**config.mk**
```make
export PLATFORM = sky130hd
export DESIGN_NAME = gct_table_mem
export DESIGN_NICKNAME = d
export VERILOG_FILES = /design/src/rtl/core/connection_greylist_table_core_assert.svh /design/src/rtl/core/gct_pkg.sv /design/src/rtl/core/gct_table_mem.sv
export SDC_FILE = /design/constraint.sdc
export NUM_CORES = 2
export LEC_CHECK = 0
export CAP_MARGIN = 20
export CORE_ASPECT_RATIO = 1.75
export CORE_UTILIZATION = 35
export CTS_CLUSTER_SIZE = 25
export DETAILED_ROUTE_END_ITERATION = 10
export DONT_BUFFER_PORTS = 1
export HOLD_SLACK_MARGIN = 0.1
export PLACE_DENSITY_LB_ADDON = 0.15
export SLEW_MARGIN = 20
export SYNTH_ARGS = -nofsm -noshare
export SYNTH_HDL_FRONTEND = slang
export SYNTH_MEMORY_MAX_BITS = 65536
export SYNTH_SLANG_ARGS = --single-unit
```
**constraint.sdc**
```tcl
create_clock -name clk -period 7.68 [get_ports clk]
set_input_delay 0.768 -clock clk [delete_from_list [all_inputs] [get_ports clk]]
set_output_delay 0.768 -clock clk [all_outputs]
set_load 0.01 [all_outputs]
```
**src/rtl/core/connection_greylist_table_core_assert.svh**
```systemverilog
// Assertion macros shared by the greylisting table RTL.
// Each macro expects signals named clk and rst_n in the using module.
`ifndef CONNECTION_GREYLIST_TABLE_CORE_ASSERT_SVH
`define CONNECTION_GREYLIST_TABLE_CORE_ASSERT_SVH

// Same-cycle implication, checked at every rising edge out of reset.
`define GCT_ASSERT_NOW(lbl, ante, cons, msg) \
  lbl: assert property (@(posedge clk) disable iff (!rst_n) (ante) |-> (cons)) \
    else $error(msg);

// Next-cycle implication, checked at every rising edge out of reset.
`define GCT_ASSERT_NEXT(lbl, ante, cons, msg) \
  lbl: assert property (@(posedge clk) disable iff (!rst_n) (ante) |=> (cons)) \
    else $error(msg);

`endif

```
**src/rtl/core/gct_pkg.sv**
```systemverilog
// Types and constants of the connection greylisting table.
// No dependencies; imported by every module of the block.
`default_nettype none

package gct_pkg;

  localparam int unsigned ADDR_W     = 32;
  localparam int unsigned TIME_W     = 32;
  localparam int unsigned DEADLINE_W = 33;
  localparam int unsigned CFG_TIME_W = 24;
  localparam int unsigned REMOVED_W  = 7;
  localparam int unsigned CFG_IDX_W  = 2;
  localparam int unsigned CFG_DATA_W = 24;

  localparam logic [CFG_TIME_W-1:0] HOLD_TIME_RESET  = 24'd5000;
  localparam logic [CFG_TIME_W-1:0] CLEAN_TIME_RESET = 24'd30000;

  localparam logic [CFG_IDX_W-1:0] CFG_ENABLE     = 2'd0;
  localparam logic [CFG_IDX_W-1:0] CFG_HOLD_TIME  = 2'd1;
  localparam logic [CFG_IDX_W-1:0] CFG_CLEAN_TIME = 2'd2;

  localparam logic OP_REQUEST = 1'b0;
  localparam logic OP_SWEEP   = 1'b1;

  typedef struct packed {
    logic              operation;
    logic [ADDR_W-1:0] address;
    logic [TIME_W-1:0] now_ms;
  } in_item_t;

  typedef struct packed {
    logic                 admit;
    logic                 table_full;
    logic [REMOVED_W-1:0] removed_count;
  } out_item_t;

  typedef struct packed {
    logic                  valid;
    logic [ADDR_W-1:0]     address;
    logic [DEADLINE_W-1:0] deadline;
  } entry_t;

  typedef struct packed {
    logic [DEADLINE_W-1:0] base;
    logic [CFG_TIME_W-1:0] offset;
    logic [TIME_W-1:0]     limit;
  } alu_in_t;

  typedef struct packed {
    logic [DEADLINE_W:0] sum;
    logic                below;
  } alu_out_t;

endpackage

`default_nettype wire

```
**src/rtl/core/gct_table_mem.sv**
```systemverilog
// Entry store of the greylisting table: one write and one registered read a cycle.
// Depends on gct_pkg for the entry type.
`default_nettype none

module gct_table_mem #(
  parameter int unsigned ENTRIES = 64,
  parameter int unsigned IDX_W   = 6
) (
  input  wire logic              clk,
  input  wire logic              wr_en,
  input  wire logic [IDX_W-1:0]  wr_addr,
  input  wire gct_pkg::entry_t   wr_data,
  input  wire logic              rd_en,
  input  wire logic [IDX_W-1:0]  rd_addr,
  output gct_pkg::entry_t        rd_data
);
  import gct_pkg::*;

  entry_t mem_r [ENTRIES];
  entry_t rd_data_r;

  always_ff @(posedge clk) begin
    if (wr_en) begin
      mem_r[wr_addr] <= wr_data;
    end
  end

  always_ff @(posedge clk) begin
    if (rd_en) begin
      rd_data_r <= mem_r[rd_addr];
    end
  end

  assign rd_data = rd_data_r;

endmodule

`default_nettype wire

```
==> reports/metrics.csv <==
metric;value;unit
Syn Inst Count;6852;
commonest non-fill, non-tap cells in the layout;edfxtp_1, mux4_2, clkbuf_16;
status;completed;
crit start category;primary input;
Slew HR;24.07;%
clock sinks;4290;
final setup violation count;0;
DR DRC count;0;
Avg WL per Cell;37.72;um
commonest non-fill, non-tap cell in the layout;edfxtp_1;
layout cells sized above 1;26.06;%
worst min path class;primary input to register;
pre-CTS setup slack;3.042;ns
die width;514.9;um
Mapped Avg Cell Area;23.52;um^2
final worst clock skew;0.04243;ns
#FFs+latches synth;4290;
critical path arrival;5.01;ns
clock period minus worst slack;4.267;ns
Via-to-Cell Ratio;5.612;
DP HPWL;281.9;mm
Hold Vio Cnt, Final;0;
Core ar.;0.4586;mm^2
RSZ-0062 raised after global routing;no;
# fillers;40320;
Buffers on Ports;0;
first-pass GRT wire length;694.9;mm
Post-synth ARST share;0;%
Leak;55.68;nW
CTS Buf Count;383;
Post-Route WL;511.8;mm
gp weighted congestion;0.7667;
Worst IR Drop VDD;0.1778;mV
PwrDens;259.0;mW/mm^2
WHS;0.1774;ns
Vias;76160;
period utilization;55.56;%
max-slew violation count;0;
initial antenna violation count;21;
setup slack after layout;3.413;ns
Site Rows;329;
Initial Util;35.14;%
Iter 0 DRT Violations;8104;
First-pass DRT Iterations;5;
EDFF count, synth;4290;
Max FO, Critical Path;143;
post-synthesis sequential area ratio;79.94;%
Mapped Area;0.1612;mm^2
Slew @ Worst Pin;1.139;ns
Max clock buf depth;4;
Final Util;40.09;%
Syn-to-layout area delta;14.08;%
Die H;899.7;um
critical path class;primary input to register;
root buf cell;clkbuf_16;
DP Cell Count;12800;
Netlist cell types;35;
Final nets;7220;
DIE AREA;0.4633;mm^2
IO Count;147;
Top FF cell, synth;edfxtp_1;
GRT overflow;0;
H-tree lvl count;5;
vias in the first global route;80090;
GRT Util Overall;21.99;%
post-CTS setup buffers;0;
Ys Warns;0;
syn nets;6933;
Req. time, crit path;8.43;ns
Non-Filler Instances;13570;
Post-DRT Antenna Nets;0;
Clk Latency, worst-skew pair;0.97;ns
fmax;0.2344;GHz
clock slew at reported path FFs;0.07;ns
Critical Path End Type;register;
setup_tns;0;ns
CTS tree;built;
Max Cap Viol;0;
largest net degree at the start of global routing;445;
## area by class of cell
cell class | count | area (um^2) | share of cell area, %
multi-input cells | 2163 | 31020 | 16.87
repair buffers | 301 | 4183 | 2.275
well taps | 6123 | 7661 | 4.167
flip-flops and latches | 4290 | 128800 | 70.07
diodes | 4 | 10.01 | 0.005444
clock buffers | 467 | 10090 | 5.488
clock inverters | 223 | 2068 | 1.125
## metal layers
layer / vias to the layer above / part of all wire [%] / track usage [%]
met5: - / 0 / 0
met4: 0 / 2.6 / 5.398
met3: 552 / 5.4 / 3.192
met2: 2429 / 55 / 40.95
met1: 42970 / 37 / 26.40
li1: 30210 / - / -
## flip-flops by register name, indices dropped and copies added, names as in the netlist
signal,cells
rd_data,66
mem_r,4224
## synthesized netlist by cell type, types with 56 or more instances
cell	n	share of area, %
edfxtp_1	4290	80
mux4_2	1009	14
o22ai_1	318	1.2
clkbuf_1	194	0.45
nor2_1	120	0.28
a211oi_1	106	0.49
buf_2	104	0.32
mux2i_1	102	0.63
nor2b_1	89	0.35
o221ai_1	66	0.36
nor3_1	58	0.18
nor4_1	56	0.22
o22a_1	56	0.30
## metrics by stage
step                instance area, um^2  power [mW]
finish                           183900       47.62
global route                     183800       48.90
CTS                              183800       48.04
detailed placement               169600       28.36
global placement                 169300       28.24
floorplan                        161200       27.72
## worst paths after layout
| kind | startpoint | endpoint | slack, ns | cells after the start |
|---|---|---|---|---|
| hold reg to reg | mem_r[1][9] | rd_data[9] | 0.85 | 5 |
| setup reg to reg | mem_r[37][65] | rd_data[65] | 5.29 | 5 |
| setup / recovery | rd_addr[2] | rd_data[26] | 3.41 | 7 |
| hold / removal | wr_data[50] | mem_r[17][50] | 0.18 | 1 |
## kinds of logic (layout without fill, tap and decap cells)
group	after synthesis	in the layout	share of synthesized area (%)
and+or+nand+nor	411	411	1.307
buffers and inverters	399	991	1.199
DFF	4290	4290	79.94
other	0	4	0
AOI/OAI and AO/OA	634	634	2.775
muxes	1118	1118	14.78
## worst max-delay path, stage by stage
cell     delay [ns]
buf_16         0.62
buf_16         0.50
or3_4          0.53
buf_4          0.71
o22ai_1        0.23
nor4_1         0.73
o22a_1         0.45
## what timing repair did
| item | in CTS | in global routing |
|---|---|---|
| hold buffers | 77 | 0 |
| resized for setup | 0 | 0 |
| hold endpoints to repair | 4282 | 0 |
## power by group
| part | internal [mW] | leakage [nW] | total [mW] | switching (mW) |
|---|---|---|---|---|
| sequential | 26.0 | 38.6 | 26.1 | 0.140 |
| combinational | 0.841 | 11.1 | 2.25 | 1.41 |
| clock | 10.6 | 5.96 | 19.3 | 8.68 |
| total | 37.4 | 55.7 | 47.6 | 10.2 |
(Power assumes the default switching activity.)
