==> config.mk <==
export PLATFORM = sky130hd
export DESIGN_NAME = gct_cmp_unit
export DESIGN_NICKNAME = d
export VERILOG_FILES = /design/src/rtl/core/connection_greylist_table_core_assert.svh /design/src/rtl/core/gct_pkg.sv /design/src/rtl/core/gct_cmp_unit.sv
export SDC_FILE = /design/constraint.sdc
export NUM_CORES = 1
export LEC_CHECK = 0
export BUFFER_PORTS_ARGS = -buffer_cell sky130_fd_sc_hd__buf_2
export CAP_MARGIN = 20
export CELL_PAD_IN_SITES_DETAIL_PLACEMENT = 1
export CELL_PAD_IN_SITES_GLOBAL_PLACEMENT = 1
export CORE_ASPECT_RATIO = 1.2
export CORE_UTILIZATION = 32
export DETAILED_ROUTE_END_ITERATION = 8
export PLACE_DENSITY_LB_ADDON = 0.1
export SLEW_MARGIN = 15
export SYNTH_ARGS = -nofsm -noshare
export SYNTH_HDL_FRONTEND = slang
export SYNTH_SLANG_ARGS = --single-unit
==> constraint.sdc <==
create_clock -name vclk -period 6.7
set_input_delay 1.34 -clock vclk [all_inputs]
set_output_delay 1.34 -clock vclk [all_outputs]
set_load 0.01 [all_outputs]
==> src/rtl/core/connection_greylist_table_core_assert.svh <==
// Assertion macros shared by the greylisting table RTL.
// Each macro expects signals named clk and rst_n in the using module.
`ifndef CONNECTION_GREYLIST_TABLE_CORE_ASSERT_SVH
`define CONNECTION_GREYLIST_TABLE_CORE_ASSERT_SVH

// Same-cycle implication, checked at every rising edge out of reset.
`define GCT_ASSERT_NOW(lbl, ante, cons, msg) \
  lbl: assert property (@(posedge clk) disable iff (!rst_n) (ante) |-> (cons)) \
    else $error(msg);

// Next-cycle implication, checked at every rising edge out of reset.
`define GCT_ASSERT_NEXT(lbl, ante, cons, msg) \
  lbl: assert property (@(posedge clk) disable iff (!rst_n) (ante) |=> (cons)) \
    else $error(msg);

`endif

==> src/rtl/core/gct_pkg.sv <==
// Types and constants of the connection greylisting table.
// No dependencies; imported by every module of the block.
`default_nettype none

package gct_pkg;

  localparam int unsigned ADDR_W     = 32;
  localparam int unsigned TIME_W     = 32;
  localparam int unsigned DEADLINE_W = 33;
  localparam int unsigned CFG_TIME_W = 24;
  localparam int unsigned REMOVED_W  = 7;
  localparam int unsigned CFG_IDX_W  = 2;
  localparam int unsigned CFG_DATA_W = 24;

  localparam logic [CFG_TIME_W-1:0] HOLD_TIME_RESET  = 24'd5000;
  localparam logic [CFG_TIME_W-1:0] CLEAN_TIME_RESET = 24'd30000;

  localparam logic [CFG_IDX_W-1:0] CFG_ENABLE     = 2'd0;
  localparam logic [CFG_IDX_W-1:0] CFG_HOLD_TIME  = 2'd1;
  localparam logic [CFG_IDX_W-1:0] CFG_CLEAN_TIME = 2'd2;

  localparam logic OP_REQUEST = 1'b0;
  localparam logic OP_SWEEP   = 1'b1;

  typedef struct packed {
    logic              operation;
    logic [ADDR_W-1:0] address;
    logic [TIME_W-1:0] now_ms;
  } in_item_t;

  typedef struct packed {
    logic                 admit;
    logic                 table_full;
    logic [REMOVED_W-1:0] removed_count;
  } out_item_t;

  typedef struct packed {
    logic                  valid;
    logic [ADDR_W-1:0]     address;
    logic [DEADLINE_W-1:0] deadline;
  } entry_t;

  typedef struct packed {
    logic [DEADLINE_W-1:0] base;
    logic [CFG_TIME_W-1:0] offset;
    logic [TIME_W-1:0]     limit;
  } alu_in_t;

  typedef struct packed {
    logic [DEADLINE_W:0] sum;
    logic                below;
  } alu_out_t;

endpackage

`default_nettype wire

==> src/rtl/core/gct_cmp_unit.sv <==
// Shared add-and-compare unit: forms base + offset one bit wider than base and tests it below limit.
// Depends on gct_pkg for the operand and result structs.
`default_nettype none

module gct_cmp_unit (
  input  wire gct_pkg::alu_in_t  op_in,
  output gct_pkg::alu_out_t      op_out
);
  import gct_pkg::*;

  always_comb begin
    op_out.sum   = {1'b0, op_in.base} + {{(DEADLINE_W + 1 - CFG_TIME_W){1'b0}}, op_in.offset};
    op_out.below = op_out.sum < {{(DEADLINE_W + 1 - TIME_W){1'b0}}, op_in.limit};
  end

endmodule

`default_nettype wire

==> results of run 1 <==
where the power goes:
part	switching (mW)	internal, mW	total (mW)
registers	0	0	0
clock network	0	0	0
logic	0.188	0.149	0.337
what timing repair did:
item	CTS	global route
resized for setup	0	2
endpoints found under the hold margin	0	0
hold buffers	0	0
endpoints found under the setup margin	0	1
layout make-up:
type | count | area [um^2]
inverter | 49 | 184
fill | 973 | 3880
tap | 87 | 109
multi-input combinational | 286 | 2160
timing repair buffer | 127 | 643
per-layer routing:
metal	wire length (um)	GRT usage (%)	vias to the layer above
li1	-	-	1474
met1	3230	21.8	1330
met2	4290	43.7	68
met3	264	0.664	4
met4	43	1.04	0
met5	0	0	-
stage by stage:
step                      utilization [%]  total power, mW  instance area, um^2  cells
after CTS                            44.2            0.338                 3080    549
after global placement               44.2            0.328                 3080    549
after floorplan                         -            0.215                 2360    341
after detailed placement             44.2            0.336                 3080    549
final                                44.4            0.337                 3100    549
after global routing                 44.4            0.377                 3100    549
cell usage in the layout, fill, tap and decap left out, types with 5 or more instances in the layout:
cell	count
nand3_1	12
nor2b_1	5
o21ai_0	20
a21o_1	10
nand2_1	19
buf_2	124
xor2_1	6
xnor2_1	17
a211oi_1	5
inv_1	49
ha_1	55
nor3_1	9
and3_1	6
a21oi_1	29
nor2_1	28
how the worst max path moves through the flow:
stage	from	end	slack [ps]	cells after the start
after floorplan	op_in[32]	op_out[0]	640	17
after global placement	op_in[32]	op_out[0]	270	19
after detailed placement	op_in[32]	op_out[0]	230	19
after CTS	op_in[32]	op_out[0]	240	19
after global routing	op_in[38]	op_out[0]	50	17
final	op_in[38]	op_out[0]	320	17
kinds of logic (layout without fill, tap and decap cells):
kind of cell	count (synthesis)	count (layout)	share of synthesized area, %
compound gates	105	105	30.3
xor+xnor	23	23	8.55
fa+ha+maj	56	56	30.1
buf+inv	55	176	8.82
mux	1	1	0.425
simple gates	101	101	21.8
==> flow_summary.json, run 1 <==
{
  "path_cells": "buf_2 > ha_1 > or4_1 > o221ai_2 > nand2_1 > o21ai_0 > nor2b_1 > xnor2_1 > ha_1 > a21o_1 > a21o_1 > a211oi_1 > o21ai_0 > a221oi_2 > o31ai_1 > a22oi_1 > buf_2",
  "gr-total-overflow": 0,
  "io-pin-count": 124,
  "max_freq_mhz": 157,
  "max_stage_delay_ps": 580,
  "maxSlewHeadroom_pct": 64.0,
  "yosysSeqAreaShare_pct": 0,
  "start_util_pct": 33.8,
  "ant_nets": 0,
  "first_pass_iters": 4,
  "regArea_um2": 0,
  "die_area_um2": 7710,
  "crit_path_end_kind": "output pin",
  "period_minus_slack_ps": 6380,
  "leakage_nw": 1.69,
  "crit_buf_inv": 2,
  "cp.arrival_ps": 5040,
  "drc": 0,
  "synth_largest_area_cell": "ha_1",
  "num_rows": 33,
  "avgViaCountPerCell": 5.24,
  "pre_cts_slack_ps": 233,
  "maxCapViolCount": 0,
  "synth_area_um2": 2360,
  "whs_ps": 3000,
  "yosys-top-cells-count": "55 x ha_1, 49 x inv_1, 29 x a21oi_1, 28 x nor2_1, 20 x o21ai_0",
  "gp_congestion": 0.835,
  "grt_pass1_vias": 2950,
  "hold_start": "op_in[56]",
  "ir_drop_mv": 0.0420,
  "cp_slowest_cell": "or4_1",
  "grt_max_degree": 13,
  "seq_cells": 0,
  "cp_max_fo": 5,
  "wl_per_cell_um": 14.3,
  "die_height_um": 96.0,
  "antenna_found_initial": 0,
  "coreArea_um2": 6980,
  "path_class": "primary input to output pin",
  "cts_post_setup_buffers_inserted": 0,
  "drive_gt1_share_pct": 29.7,
  "antenna_cells": 0,
  "die_width_um": 80.3,
  "grt_use_total_pct": 20.1,
  "yosysMostFrequentCell": "ha_1",
  "ys_warn_count": 0,
  "hold_class": "primary input to output pin",
  "io_buffer_count": 124,
  "netlist-cell-type-count": 52,
  "hold_end": "op_out[1]",
  "whs_path_depth": 3,
  "hpwl_mm": 7.17,
  "routed_wl_mm": 7.83,
  "final-hold-violation-count": 0,
  "slew_viol_final": 0,
  "avgSynthCellArea_um2": 6.91,
  "cp_top_family": "compound AO/OA/AOI/OAI gates",
  "worstPathRequired_ps": 5360,
  "min_period_over_period_pct": 95.3,
  "synthTopCellsByArea": "ha_1 29%, inv_1 7.8%, xnor2_1 6.3%",
  "fin_nets": 609,
  "grt_pass1_wl_mm": 12.6,
  "worstMarginPinSlew_ps": 533,
  "synthToLayoutAreaGrowth_pct": 31.4,
  "setup_viol": 0,
  "setup-tns-final_ps": 0,
  "synth_top_area_share_pct": 29.2,
  "layout_setup_ws_ps": 317,
  "status": "completed",
  "syn_nets": 486,
  "drt_iter0_markers": 53,
  "powerDensity_nw_per_um2": 109,
  "critPathLaunchType": "primary input",
  "rsz0062_at_grt": "no",
  "synthCells": 341,
  "nClkBuffers": 0,
  "num_vias": 2876
}
Power figures use the tool's default switching activity.
==> run 2, diff against run 1 <==
Settings changed: CELL_PAD_IN_SITES_DETAIL_PLACEMENT 1 to unset, CELL_PAD_IN_SITES_GLOBAL_PLACEMENT 1 to unset, CORE_UTILIZATION 32 to 45, PLACE_DENSITY set to 0.8, PLACE_DENSITY_LB_ADDON 0.1 to unset, REMOVE_ABC_BUFFERS set to 1.
==> run 2 against run 1 <==
Compared with the run above: via count down 1.2%; count of clock-buffer cells in the layout unchanged; power fell by 1.4%; global-route usage grew 3.2 points; combinational power down 1%; critical endpoint unchanged.
==> flow_summary.json, run 2 (synthesized netlist as in run 1, its figures left out) <==
{
  "grt_max_degree": 13,
  "grt_pass1_wl_mm": 10.5,
  "worstMarginPinSlew_ps": 584,
  "cp_slowest_cell": "a221oi_2",
  "antenna_found_initial": 0,
  "mostFrequentLayoutCells": "124 x buf_2, 55 x ha_1, 49 x inv_1",
  "regArea_um2": 0,
  "cp_max_fo": 3,
  "maxCapViolCount": 0,
  "slew_viol_final": 0,
  "max_freq_mhz": 157,
  "rsz0062_at_grt": "no",
  "seq_cells": 0,
  "ant_nets": 0,
  "startpoint": "op_in[32]",
  "multiInputGateArea_um2": 2180,
  "comb_power_share_pct": 100.0,
  "stdcell_count": 521,
  "critPathLaunchType": "primary input",
  "crit_cells": 19,
  "grt_use_total_pct": 23.3,
  "hpwl_mm": 5.97,
  "die_height_um": 81.3,
  "crit_end": "op_out[0]",
  "setup-tns-final_ps": 0,
  "ir_drop_mv": 0.0475,
  "drt_iter0_markers": 123,
  "gp_congestion": 0.913,
  "leakage_nw": 1.69,
  "io_buffer_count": 124,
  "worstPathRequired_ps": 5360,
  "avgViaCountPerCell": 5.45,
  "wl_per_cell_um": 12.9,
  "gr-total-overflow": 0,
  "die_area_um2": 5530,
  "hold_buffers": 0,
  "cp.arrival_ps": 5020,
  "io-pin-count": 124,
  "power_switching_uw": 184,
  "fin_nets": 608,
  "routed_wl_mm": 6.72,
  "grt_pass1_vias": 2637,
  "crit_path_end_kind": "output pin",
  "maxSlewHeadroom_pct": 60.6,
  "path_class": "primary input to output pin",
  "min_period_over_period_pct": 94.9,
  "final-hold-violation-count": 0,
  "first_pass_iters": 5,
  "die_width_um": 68.1,
  "max_stage_delay_ps": 330,
  "start_util_pct": 47.4,
  "nClkBuffers": 0,
  "final_common_cell": "buf_2",
  "pre_cts_slack_ps": 195,
  "num_vias": 2842,
  "drive_gt1_share_pct": 29.7,
  "placed_cells": 520,
  "antenna_cells": 0,
  "layout_setup_ws_ps": 342,
  "hold_class": "primary input to output pin",
  "clockPowerShare_pct": 0,
  "powerDensity_nw_per_um2": 108,
  "coreArea_um2": 4970,
  "num_rows": 28,
  "setup_viol": 0,
  "power_switching_share_pct": 55.4,
  "status": "completed",
  "p_seq_share_pct": 0,
  "p_int_uw": 148,
  "crit_buf_inv": 3,
  "drc": 0,
  "period_minus_slack_ps": 6360,
  "path_cells": "buf_2 > ha_1 > inv_1 > fa_1 > and2b_1 > o31a_2 > o31ai_2 > nand2b_1 > a21o_1 > a21oi_1 > xnor2_1 > ha_1 > a21o_1 > a211oi_1 > o21ai_0 > a221oi_2 > o31ai_1 > a22oi_1 > buf_2",
  "cp_top_family": "compound AO/OA/AOI/OAI gates",
  "fillers": 475,
  "synthToLayoutAreaGrowth_pct": 30.3
}
[run 2: repair_timing]
item,CTS,global route
setup buffers,0,1
setup endpoints to repair,0,1
resized for setup,0,5
[run 2: how the worst min path moves through the flow]
stage	start	endpoint	slack (ps)	cells past startpoint
after floorplan	op_in[88]	op_out[33]	2760	1
after global placement	op_in[82]	op_out[27]	2990	3
after detailed placement	op_in[88]	op_out[33]	3000	3
after CTS	op_in[88]	op_out[33]	3000	3
after global routing	op_in[83]	op_out[28]	3020	3
final	op_in[88]	op_out[33]	2990	3
[run 2: area by class of cell]
| type | count | share of cell area (%) |
|---|---|---|
| inverter | 49 | 5.99 |
| timing repair buffer | 126 | 20.7 |
| multi-input combinational | 286 | 70.9 |
| tap | 60 | 2.44 |
[run 2: through the flow]
| stage | utilization, % | cell area, um^2 | hold WS, ps | power, mW |
|---|---|---|---|---|
| 2_1_floorplan | - | 2330 | 2760 | 0.214 |
| 3_3_place_gp | 61.0 | 3040 | 2990 | 0.317 |
| 3_5_place_dp | 61.0 | 3040 | 3000 | 0.324 |
| 4_1_cts | 61.0 | 3040 | 3000 | 0.325 |
| 5_1_grt | 61.7 | 3070 | 3020 | 0.374 |
| 6_report | 61.7 | 3070 | 2990 | 0.332 |
[run 2: layer usage]
metal	track usage, %	wire, um	vias to the layer above
met1	25.8	2860	1252
met3	1.69	370	10
li1	-	-	1480
met5	0	0	-
met4	5.00	95	0
met2	46.3	3390	100
[run 2: power groups by stage]
stage                     clock network, mW  logic (mW)  registers (mW)
after floorplan                           0       0.214               0
after global placement                    0       0.317               0
after detailed placement                  0       0.324               0
after CTS                                 0       0.325               0
after global routing                      0       0.374               0
final                                     0       0.332               0
